[src/hw/rtl/lcn_pkg.sv]
// shared types, constants and codes of the least-completed-next scheduler
package lcn_pkg;

	localparam int MAX_PROCESSES = 16;
	localparam int IDW           = $clog2(MAX_PROCESSES);
	localparam int LENW          = $clog2(MAX_PROCESSES + 1);
	localparam int UNIT_W        = 16;
	localparam int PID_FIELD_W   = 4;
	localparam int STATUS_W      = 3;

	localparam logic [UNIT_W-1:0] UNIT_MAX = {UNIT_W{1'b1}};

	localparam logic ACT_ARRIVE = 1'b0;
	localparam logic ACT_TICK   = 1'b1;

	localparam logic [STATUS_W-1:0] STATUS_ACCEPTED = 3'd0;
	localparam logic [STATUS_W-1:0] STATUS_REJECTED = 3'd1;
	localparam logic [STATUS_W-1:0] STATUS_IDLE     = 3'd2;
	localparam logic [STATUS_W-1:0] STATUS_SERVED   = 3'd3;
	localparam logic [STATUS_W-1:0] STATUS_FINISHED = 3'd4;

	typedef logic [IDW-1:0]    pid_t;
	typedef logic [LENW-1:0]   len_t;
	typedef logic [UNIT_W-1:0] unit_t;

	typedef struct packed {
		logic                   action;
		logic [PID_FIELD_W-1:0] process_id;
		unit_t                  service_needed;
	} in_item_t;

	typedef struct packed {
		logic [STATUS_W-1:0]    status;
		logic [PID_FIELD_W-1:0] served_id;
		unit_t                  turnaround;
		unit_t                  tick_time;
	} out_item_t;

	typedef struct packed {
		unit_t completed;
		unit_t required;
		unit_t arrival;
	} proc_ent_t;

	typedef struct packed {
		logic we;
		pid_t waddr;
		pid_t wdata;
		pid_t raddr;
	} q_req_t;

	typedef struct packed {
		logic      we;
		pid_t      waddr;
		proc_ent_t wdata;
		pid_t      raddr;
	} p_req_t;

	typedef enum logic [2:0] {
		S_IDLE,
		S_SCAN,
		S_MOVE,
		S_UPDATE,
		S_EMIT
	} state_t;

endpackage

[src/hw/rtl/lcn_req_if.sv]
// request channel: one arrival or tick item per transfer
interface lcn_req_if
	import lcn_pkg::*;
();
	logic     valid;
	logic     ready;
	in_item_t item;

	modport source (output valid, output item, input ready);
	modport sink (input valid, input item, output ready);
endinterface

[src/hw/rtl/lcn_rsp_if.sv]
// response channel: one result item per transfer
interface lcn_rsp_if
	import lcn_pkg::*;
();
	logic      valid;
	logic      ready;
	out_item_t item;

	modport source (output valid, output item, input ready);
	modport sink (input valid, input item, output ready);
endinterface

[src/hw/rtl/lcn_ram.sv]
// simple dual-port ram, one write and one registered read port
module lcn_ram #(
	parameter int DATA_W = 8,
	parameter int ADDR_W = 4
) (
	input  logic              clk,
	input  logic              we,
	input  logic [ADDR_W-1:0] waddr,
	input  logic [DATA_W-1:0] wdata,
	input  logic [ADDR_W-1:0] raddr,
	output logic [DATA_W-1:0] rdata
);
	localparam int DEPTH = 1 << ADDR_W;

	logic [DATA_W-1:0] mem_q [DEPTH];
	logic [DATA_W-1:0] rdata_q;

	always_ff @(posedge clk) begin
		if (we) begin
			mem_q[waddr] <= wdata;
		end
		rdata_q <= mem_q[raddr];
	end

	assign rdata = rdata_q;
endmodule

[src/hw/rtl/lcn_ctrl.sv]
// sequencer: arrival, minimum scan, queue compaction, write-back and result register
module lcn_ctrl
	import lcn_pkg::*;
(
	input  logic         clk,
	input  logic         arst_n,
	lcn_req_if.sink      request,
	lcn_rsp_if.source    response,
	output q_req_t       q_req,
	input  pid_t         q_rdata,
	output p_req_t       p_req,
	input  proc_ent_t    p_rdata
);
	state_t    state_q, state_d;
	unit_t     time_q, now_q;
	len_t      len_q, cnt_q;
	logic [MAX_PROCESSES-1:0] inq_q;
	out_item_t res_q, out_data_q;
	logic      out_valid_q;

	logic      valid_s1, valid_s2;
	pid_t      k_s1, k_s2, pid_s2;

	pid_t      best_pos_q, best_pid_q;
	proc_ent_t best_ent_q;

	logic      accept, arr_ok, better, scan_done, move_done, out_free, issue;
	logic      fin;
	pid_t      in_pid, final_pos;
	unit_t     need, new_comp, turnaround;
	logic [UNIT_W:0] ta_wide;

	assign in_pid   = IDW'(request.item.process_id);
	assign need     = (request.item.service_needed == '0) ? unit_t'(1)
	                                                      : request.item.service_needed;
	assign accept   = request.valid && request.ready;
	assign arr_ok   = (32'(request.item.process_id) < MAX_PROCESSES) && !inq_q[in_pid]
	                  && (len_q < len_t'(MAX_PROCESSES));
	assign issue    = cnt_q < len_q;
	assign out_free = !out_valid_q || response.ready;

	// candidate compare: fewer units, then earlier arrival, then earlier position
	assign better = (k_s2 == '0) || (p_rdata.completed < best_ent_q.completed)
	                || ((p_rdata.completed == best_ent_q.completed)
	                    && (p_rdata.arrival < best_ent_q.arrival));
	assign final_pos = better ? k_s2 : best_pos_q;
	assign scan_done = valid_s2 && ((len_t'(k_s2) + len_t'(1)) == len_q);
	assign move_done = !valid_s1 && !issue;

	assign new_comp = (best_ent_q.completed == UNIT_MAX) ? best_ent_q.completed
	                                                    : best_ent_q.completed + unit_t'(1);
	assign fin      = new_comp >= best_ent_q.required;
	assign ta_wide  = {1'b0, now_q} - {1'b0, best_ent_q.arrival} + (UNIT_W+1)'(1);
	assign turnaround = ta_wide[UNIT_W] ? UNIT_MAX : ta_wide[UNIT_W-1:0];

	// next state
	always_comb begin
		state_d = state_q;
		case (state_q)
			S_IDLE: begin
				if (accept) begin
					if (request.item.action == ACT_TICK && len_q != '0) begin
						state_d = S_SCAN;
					end else begin
						state_d = S_EMIT;
					end
				end
			end
			S_SCAN: begin
				if (scan_done) begin
					state_d = S_MOVE;
				end
			end
			S_MOVE: begin
				if (move_done) begin
					state_d = S_UPDATE;
				end
			end
			S_UPDATE: state_d = S_EMIT;
			S_EMIT: begin
				if (out_free) begin
					state_d = S_IDLE;
				end
			end
			default: state_d = S_IDLE;
		endcase
	end

	// memory requests and handshake outputs
	always_comb begin
		q_req         = '0;
		p_req         = '0;
		request.ready = 1'b0;
		case (state_q)
			S_IDLE: begin
				request.ready = 1'b1;
				if (request.valid && request.item.action == ACT_ARRIVE && arr_ok) begin
					q_req.we    = 1'b1;
					q_req.waddr = len_q[IDW-1:0];
					q_req.wdata = in_pid;
					p_req.we    = 1'b1;
					p_req.waddr = in_pid;
					p_req.wdata = '{completed: '0, required: need, arrival: time_q};
				end
			end
			S_SCAN: begin
				q_req.raddr = cnt_q[IDW-1:0];
				p_req.raddr = q_rdata;
			end
			S_MOVE: begin
				q_req.raddr = cnt_q[IDW-1:0];
				if (valid_s1) begin
					q_req.we    = 1'b1;
					q_req.waddr = k_s1 - pid_t'(1);
					q_req.wdata = q_rdata;
				end
			end
			S_UPDATE: begin
				p_req.we    = 1'b1;
				p_req.waddr = best_pid_q;
				p_req.wdata = '{completed: new_comp, required: best_ent_q.required,
				                arrival: best_ent_q.arrival};
				if (!fin) begin
					q_req.we    = 1'b1;
					q_req.waddr = pid_t'(len_q - len_t'(1));
					q_req.wdata = best_pid_q;
				end
			end
			default: begin
				q_req = '0;
			end
		endcase
	end

	assign response.valid = out_valid_q;
	assign response.item  = out_data_q;

	always_ff @(posedge clk or negedge arst_n) begin
		if (!arst_n) begin
			state_q     <= S_IDLE;
			time_q      <= '0;
			now_q       <= '0;
			len_q       <= '0;
			cnt_q       <= '0;
			inq_q       <= '0;
			res_q       <= '0;
			out_data_q  <= '0;
			out_valid_q <= 1'b0;
			valid_s1    <= 1'b0;
			valid_s2    <= 1'b0;
			k_s1        <= '0;
			k_s2        <= '0;
			pid_s2      <= '0;
			best_pos_q  <= '0;
			best_pid_q  <= '0;
			best_ent_q  <= '0;
		end else begin
			state_q <= state_d;
			if (response.valid && response.ready) begin
				out_valid_q <= 1'b0;
			end
			case (state_q)
				S_IDLE: begin
					if (accept) begin
						now_q <= time_q;
						if (request.item.action == ACT_TICK) begin
							if (time_q != UNIT_MAX) begin
								time_q <= time_q + unit_t'(1);
							end
							res_q    <= '{STATUS_IDLE, '0, '0, time_q};
							cnt_q    <= '0;
							valid_s1 <= 1'b0;
							valid_s2 <= 1'b0;
						end else if (arr_ok) begin
							res_q         <= '{STATUS_ACCEPTED, request.item.process_id,
							                   '0, time_q};
							inq_q[in_pid] <= 1'b1;
							len_q         <= len_q + len_t'(1);
						end else begin
							res_q <= '{STATUS_REJECTED, request.item.process_id, '0, time_q};
						end
					end
				end
				S_SCAN: begin
					if (issue) begin
						cnt_q <= cnt_q + len_t'(1);
					end
					valid_s1 <= issue;
					k_s1     <= cnt_q[IDW-1:0];
					valid_s2 <= valid_s1;
					k_s2     <= k_s1;
					pid_s2   <= q_rdata;
					if (valid_s2 && better) begin
						best_pos_q <= k_s2;
						best_pid_q <= pid_s2;
						best_ent_q <= p_rdata;
					end
					if (scan_done) begin
						cnt_q    <= len_t'(final_pos) + len_t'(1);
						valid_s1 <= 1'b0;
					end
				end
				S_MOVE: begin
					if (issue) begin
						cnt_q <= cnt_q + len_t'(1);
					end
					valid_s1 <= issue;
					k_s1     <= cnt_q[IDW-1:0];
				end
				S_UPDATE: begin
					if (fin) begin
						inq_q[best_pid_q] <= 1'b0;
						len_q             <= len_q - len_t'(1);
						res_q <= '{STATUS_FINISHED, PID_FIELD_W'(best_pid_q), turnaround, now_q};
					end else begin
						res_q <= '{STATUS_SERVED, PID_FIELD_W'(best_pid_q), '0, now_q};
					end
				end
				S_EMIT: begin
					if (out_free) begin
						out_valid_q <= 1'b1;
						out_data_q  <= res_q;
					end
				end
				default: begin
					valid_s1 <= 1'b0;
				end
			endcase
		end
	end

	a_len_bound: assert property (@(posedge clk) disable iff (!arst_n)
		len_q <= len_t'(MAX_PROCESSES))
		else $error("queue length beyond capacity");

	a_len_matches_members: assert property (@(posedge clk) disable iff (!arst_n)
		$countones(inq_q) == int'(len_q))
		else $error("queue length and membership bits disagree");

	a_served_is_queued: assert property (@(posedge clk) disable iff (!arst_n)
		state_q == S_UPDATE |-> inq_q[best_pid_q])
		else $error("selected process not in queue");

	a_time_monotonic: assert property (@(posedge clk) disable iff (!arst_n)
		1'b1 |=> time_q >= $past(time_q))
		else $error("time counter went backwards");

	a_idle_only_when_empty: assert property (@(posedge clk) disable iff (!arst_n)
		(state_q == S_IDLE && accept && request.item.action == ACT_TICK && len_q != '0)
		|=> state_q == S_SCAN)
		else $error("tick on non-empty queue did not start a scan");
endmodule

[src/hw/rtl/least_completed_next_scheduler.sv]
// top level of the least-completed-next scheduler
// An arrival, a rejection or a tick on an empty queue goes from the idle state straight to
// the emit state, which loads its result into the result register. A tick on a queue of L
// entries reads the queue ram once per entry to find the process with the fewest completed
// units, with the process table read behind it at each id that the queue ram returns, then
// reads the queue ram once per entry behind the chosen one to close up the queue, followed
// by the write-back state and the emit state. One item is worked on at a time; the result
// register lets a new item be taken while the previous result still waits. No clearing
// pass follows reset.
module least_completed_next_scheduler
	import lcn_pkg::*;
(
	input  logic      clk,
	input  logic      arst_n,
	lcn_req_if.sink   request,
	lcn_rsp_if.source response
);
	q_req_t    q_req;
	p_req_t    p_req;
	pid_t      q_rdata;
	proc_ent_t p_rdata;

	lcn_ctrl u_ctrl (
		.clk      (clk),
		.arst_n   (arst_n),
		.request  (request),
		.response (response),
		.q_req    (q_req),
		.q_rdata  (q_rdata),
		.p_req    (p_req),
		.p_rdata  (p_rdata)
	);

	// ready queue: process ids by queue position
	lcn_ram #(
		.DATA_W (IDW),
		.ADDR_W (IDW)
	) u_queue_ram (
		.clk   (clk),
		.we    (q_req.we),
		.waddr (q_req.waddr),
		.wdata (q_req.wdata),
		.raddr (q_req.raddr),
		.rdata (q_rdata)
	);

	// process table: completed, required and arrival per process
	lcn_ram #(
		.DATA_W ($bits(proc_ent_t)),
		.ADDR_W (IDW)
	) u_proc_ram (
		.clk   (clk),
		.we    (p_req.we),
		.waddr (p_req.waddr),
		.wdata (p_req.wdata),
		.raddr (p_req.raddr),
		.rdata (p_rdata)
	);
endmodule
[src/flat_wrapper.sv]
// flat-port wrapper written by rule: the top's interface ports become plain ports
module least_completed_next_scheduler_flat import lcn_pkg::*;
  (clk, arst_n, request_valid, request_item, request_ready, response_valid, response_item, response_ready);
  lcn_req_if request_i ();
  lcn_rsp_if response_i ();
  input  logic clk;
  input  logic arst_n;
  input wire logic [$bits(request_i.valid)-1:0] request_valid;
  input wire logic [$bits(request_i.item)-1:0] request_item;
  output wire logic [$bits(request_i.ready)-1:0] request_ready;
  output wire logic [$bits(response_i.valid)-1:0] response_valid;
  output wire logic [$bits(response_i.item)-1:0] response_item;
  input wire logic [$bits(response_i.ready)-1:0] response_ready;
  assign request_i.valid = request_valid;
  assign request_i.item = request_item;
  assign request_ready = request_i.ready;
  assign response_valid = response_i.valid;
  assign response_item = response_i.item;
  assign response_i.ready = response_ready;
  least_completed_next_scheduler u_core (.clk(clk), .arst_n(arst_n), .request(request_i), .response(response_i));
endmodule
[config.mk]
export PLATFORM = sky130hd
export DESIGN_NAME = least_completed_next_scheduler_flat
export DESIGN_NICKNAME = d
export VERILOG_FILES = /design/src/hw/rtl/lcn_pkg.sv /design/src/hw/rtl/lcn_req_if.sv /design/src/hw/rtl/lcn_rsp_if.sv /design/src/hw/rtl/lcn_ram.sv /design/src/hw/rtl/lcn_ctrl.sv /design/src/hw/rtl/least_completed_next_scheduler.sv /design/src/flat_wrapper.sv
export SDC_FILE = /design/constraint.sdc
export NUM_CORES = 2
export LEC_CHECK = 0
export BUFFER_PORTS_ARGS = -buffer_cell sky130_fd_sc_hd__buf_4
export CAP_MARGIN = 15
export CORE_UTILIZATION = 30
export DETAILED_ROUTE_END_ITERATION = 8
export GPL_TIMING_DRIVEN = 1
export SLEW_MARGIN = 20
export SYNTH_ARGS = -nofsm -noshare
export SYNTH_HDL_FRONTEND = slang
export SYNTH_SLANG_ARGS = --single-unit
export TNS_END_PERCENT = 1
[constraint.sdc]
create_clock -name clk -period 5.8 [get_ports clk]
set_input_delay 1.16 -clock clk [delete_from_list [all_inputs] [get_ports clk]]
set_output_delay 1.16 -clock clk [all_outputs]
set_load 0.01 [all_outputs]
==> impl_metrics.sql <==
INSERT INTO impl_metrics (metric_group, metric, value, unit) VALUES
('outcome', 'status', 'finished clean', ''),
('routing', 'detail-route-antenna-nets', '0', ''),
('place', 'gp_routability_congestion', '0.856', ''),
('clocking', 'cts-root-buf', 'sky130_fd_sc_hd__clkbuf_16', ''),
('yosys', 'synth-seq-cells', '1094', ''),
('layout', 'finalNetCount', '3527', ''),
('die', 'top_level_ports', '66', ''),
('clocking', 'cts_setup_buffers', '0', ''),
('clocking', 'worst_setup_hold_path_clk_slew', '60', 'ps'),
('routing', 'avgViaCountPerCell', '5.08', ''),
('die', 'vertical_die_dimension', '393', 'um'),
('routing', 'avgRoutedWirePerCell', '20.5', 'um'),
('yosys', 'syn-num-nets', '3458', ''),
('layout', 'final_core_utilization', '34.9', '%'),
('die', 'die_w', '393', 'um'),
('clocking', 'clk_path_buf_depth', '3', ''),
('timing', 'max_slew_margin', '25.8', '%'),
('layout', 'final_layout_size_suffix_gt1_share', '17.1', '%'),
('yosys', 'avgSynthCellArea', '13.7', 'um^2'),
('die', 'floorplan.initialDensity', '30.2', '%'),
('timing', 'post-route-period-util', '96.1', '%'),
('global_route', 'grt_antenna_before_repair', '2', ''),
('timing', 'fin_crit', '5570', 'ps'),
('yosys', 'asyncSetResetFlopFracSynth', '19.2', '%'),
('global_route', 'vias_in_the_first_global_route', '27500', ''),
('yosys', 'synth_top_flop_cell', 'sky130_fd_sc_hd__edfxtp_1', ''),
('power', 'p_leak', '18.5', 'nW'),
('worst_setup_path', 'critPathMaxFanout', '12', ''),
('worst_setup_path', 'start_kind', 'register', ''),
('clocking', 'cts_made_buffers', '111', ''),
('die', 'fp.dieArea', '155000', 'um^2'),
('place', 'dpl_worst_slack', '328', 'ps'),
('layout', 'most-common-layout-cells', 'sky130_fd_sc_hd__edfxtp_1 (832), sky130_fd_sc_hd__nand2_1 (342), sky130_fd_sc_hd__a21oi_1 (328), sky130_fd_sc_hd__dfrtp_1 (210), sky130_fd_sc_hd__mux2_2 (197)', ''),
('layout', 'area.growth.synth_to_final', '15.5', '%'),
('yosys', 'yosysUniqueCellTypes', '67', ''),
('global_route', 'globalRouteOverflowTotal', '0', ''),
('power', 'design_power_total', '21.6', 'mW'),
('clocking', 'ctsHtreeMaxLevel', '3', ''),
('die', 'std_cell_rows', '143', ''),
('yosys', 'synthesis.instances', '3341', ''),
('layout', 'layout.cells.non_filler', '5539', ''),
('power', 'power_per_cell_area', '407', 'nW/um^2'),
('timing', 'timing.clock.skew', '57.4', 'ps'),
('die', 'floorplan.core_area', '152000', 'um^2'),
('worst_setup_path', 'worst-endpoint-arrival', '6000', 'ps'),
('clocking', 'clkSinkCount', '1094', ''),
('min_path', 'min_path_type', 'register to register', ''),
('routing', 'drcViolationCount', '0', ''),
('timing', 'max_clock_freq', '0.179', 'GHz'),
('routing', 'detailedRoute.firstPassIterationCount', '5', ''),
('global_route', 'grt_pass1_wl', '173000', 'um'),
('yosys', 'synthesis.area', '45900', 'um^2'),
('timing', 'rsz0062_at_grt', 'no', ''),
('global_route', 'largest_net_degree_at_the_start_of_global_routing', '139', ''),
('clocking', 'clk-insertion-delay-late', '710', 'ps'),
('timing', 'finalWorstSetupSlack', '228', 'ps'),
('global_route', 'global_route.usage.total', '14.6', '%'),
('yosys', 'synth_seq_area_share', '68.2', '%'),
('worst_setup_path', 'worst-endpoint-required', '6220', 'ps'),
('yosys', 'synth_warnings', '0', ''),
('clocking', 'cts_tree', 'built', ''),
('job', 'max_cap_violations', '0', ''),
('routing', 'drtIter0Drc', '2657', ''),
('timing', 'report.final.hold_viol_count', '0', ''),
('timing', 'setup-tns-final', '0', 'ps'),
('worst_setup_path', 'end_kind', 'register', ''),
('timing', 'setup_viol_count_final', '0', ''),
('yosys', 'synth_enable_flop_cells', '832', ''),
('routing', 'via_count', '28100', ''),
('timing', 'timing_worst_slew_pin_value', '1110', 'ps'),
('worst_setup_path', 'crit_type', 'register to register', ''),
('layout', 'mostFrequentLayoutCell', 'sky130_fd_sc_hd__edfxtp_1', ''),
('place', 'dp.final_hpwl', '67700', 'um'),
('place', 'numPortBuffers', '65', ''),
('routing', 'detail_route.wirelength', '114000', 'um'),
('place', 'place_inst', '5327', ''),
('power', 'vdd.ir_drop.worst', '0.281', 'mV'),
('timing', 'maxSlewViolCount', '0', '');
cell families (layout without fill, tap and decap cells):
kind of cell | count (synthesis) | count (layout) | synth area share [%]
muxes | 321 | 321 | 8.11
and+or+nand+nor | 644 | 644 | 6.49
xor gates and xnor gates | 52 | 52 | 0.992
adders and majority gates | 92 | 92 | 2.52
other | 0 | 1 | 0
buffers and inverters | 282 | 449 | 2.31
AOI/OAI and AO/OA | 856 | 856 | 11.4
DFF | 1094 | 1094 | 68.2
metal layers:
| layer | vias up | routed length, um | track usage [%] |
|---|---|---|---|
| li1 | 12900 | - | - |
| met1 | 14300 | 54000 | 21.4 |
| met2 | 854 | 51100 | 22.5 |
| met3 | 158 | 6430 | 2.08 |
| met4 | 4 | 2300 | 3.64 |
| met5 | - | 34 | 0 |
cells in the mapped netlist (42+ instances only):
| cell type | n | area share (%) |
|---|---|---|
| sky130_fd_sc_hd__xnor2_1 | 42 | 0.80 |
| sky130_fd_sc_hd__o211ai_1 | 55 | 0.90 |
| sky130_fd_sc_hd__nand2_1 | 344 | 2.8 |
| sky130_fd_sc_hd__dfxtp_1 | 52 | 2.3 |
| sky130_fd_sc_hd__nor2_1 | 76 | 0.62 |
| sky130_fd_sc_hd__a211oi_1 | 57 | 0.93 |
| sky130_fd_sc_hd__edfxtp_1 | 832 | 54 |
| sky130_fd_sc_hd__mux2_2 | 197 | 4.8 |
| sky130_fd_sc_hd__ha_1 | 91 | 2.5 |
| sky130_fd_sc_hd__inv_1 | 72 | 0.59 |
| sky130_fd_sc_hd__o21ai_0 | 181 | 2.0 |
| sky130_fd_sc_hd__o22ai_1 | 52 | 0.71 |
| sky130_fd_sc_hd__a221oi_1 | 48 | 0.92 |
| sky130_fd_sc_hd__and3_1 | 53 | 0.72 |
| sky130_fd_sc_hd__mux2i_1 | 103 | 2.2 |
| sky130_fd_sc_hd__dfrtp_1 | 210 | 11 |
| sky130_fd_sc_hd__clkbuf_1 | 184 | 1.5 |
| sky130_fd_sc_hd__o31ai_1 | 55 | 0.90 |
| sky130_fd_sc_hd__a21oi_1 | 328 | 3.6 |
flip-flops by register name, summed over array words and instances (netlist names), 5 cells and up:
register and flops:
u_core.u_queue_ram.mem_q 64, u_core.u_ctrl.cnt_q 5, u_core.u_ctrl.response.item 39, u_core.u_ctrl.inq_q 16
u_core.u_ctrl.time_q 16, u_core.u_proc_ram.rdata 48, u_core.u_ctrl.best_ent_q 48, u_core.u_proc_ram.mem_q 768
u_core.u_ctrl.res_q 39, u_core.u_ctrl.len_q 5, u_core.u_ctrl.now_q 16
worst paths after layout:
path | start | to | slack [ps] | cells after the start
setup / recovery | u_core.u_ctrl.best_ent_q[37]$_DFFE_PN0P_ | u_core.u_queue_ram.mem_q[2][0]$_DFFE_PP_ | 230 | 18
hold / removal | u_core.u_proc_ram.rdata[31]$_DFF_P_ | u_core.u_ctrl.best_ent_q[31]$_DFFE_PN0P_ | 430 | 2
setup reg to reg | u_core.u_ctrl.best_ent_q[37]$_DFFE_PN0P_ | u_core.u_queue_ram.mem_q[2][0]$_DFFE_PP_ | 230 | 18
hold reg to reg | u_core.u_proc_ram.rdata[31]$_DFF_P_ | u_core.u_ctrl.best_ent_q[31]$_DFFE_PN0P_ | 430 | 2
max in group asynchronous | arst_n | u_core.u_ctrl.res_q[4]$_DFFE_PN0P_ | 4140 | 2
min in group asynchronous | arst_n | u_core.u_ctrl.cnt_q[3]$_DFFE_PN0P_ | 550 | 1
report_power, final:
part	total [mW]	internal, mW	switching (mW)
clock network	7.30	4.25	3.05
logic	4.98	1.78	3.20
registers	9.29	8.85	0.434
total	21.6	14.9	6.69
critical path, cell delays in order (launching register included):
cell,delay [ps]
sky130_fd_sc_hd__dfrtp_1,390
sky130_fd_sc_hd__and4_1,250
sky130_fd_sc_hd__nand4_1,190
sky130_fd_sc_hd__nor4_1,410
sky130_fd_sc_hd__nand4_1,150
sky130_fd_sc_hd__buf_4,210
sky130_fd_sc_hd__and4_1,280
sky130_fd_sc_hd__and3_1,220
sky130_fd_sc_hd__xnor2_1,170
sky130_fd_sc_hd__ha_1,280
sky130_fd_sc_hd__a21o_1,170
sky130_fd_sc_hd__a221o_1,350
sky130_fd_sc_hd__a21oi_1,430
sky130_fd_sc_hd__buf_4,290
sky130_fd_sc_hd__o21ai_0,230
sky130_fd_sc_hd__o221a_2,390
sky130_fd_sc_hd__or3_4,410
sky130_fd_sc_hd__nor4b_1,280
sky130_fd_sc_hd__buf_4,200
area by class of cell:
class	count	area, um^2
antenna	1	2.50
fill	14500	98900
sequential	1094	31300
inverter	75	284
multi-input combinational	1965	13800
clock buffer	155	3030
clock inverter	56	687
tap	2030	2540
timing repair buffer	163	1410
stage by stage:
| stage | area, um^2 | hold WS (ps) |
|---|---|---|
| 2_1_floorplan | 45900 | 410 |
| 6_report | 53000 | 431 |
| 3_5_place_dp | 49300 | 421 |
| 3_3_place_gp | 49300 | 416 |
| 5_1_grt | 53000 | 457 |
| 4_1_cts | 53000 | 424 |
repair_timing:
item                       4_1_cts  5_1_grt
hold buffers                     0        0
resized for setup                0        1
setup endpoints to repair        0        4
Power figures use the tool's default switching activity.
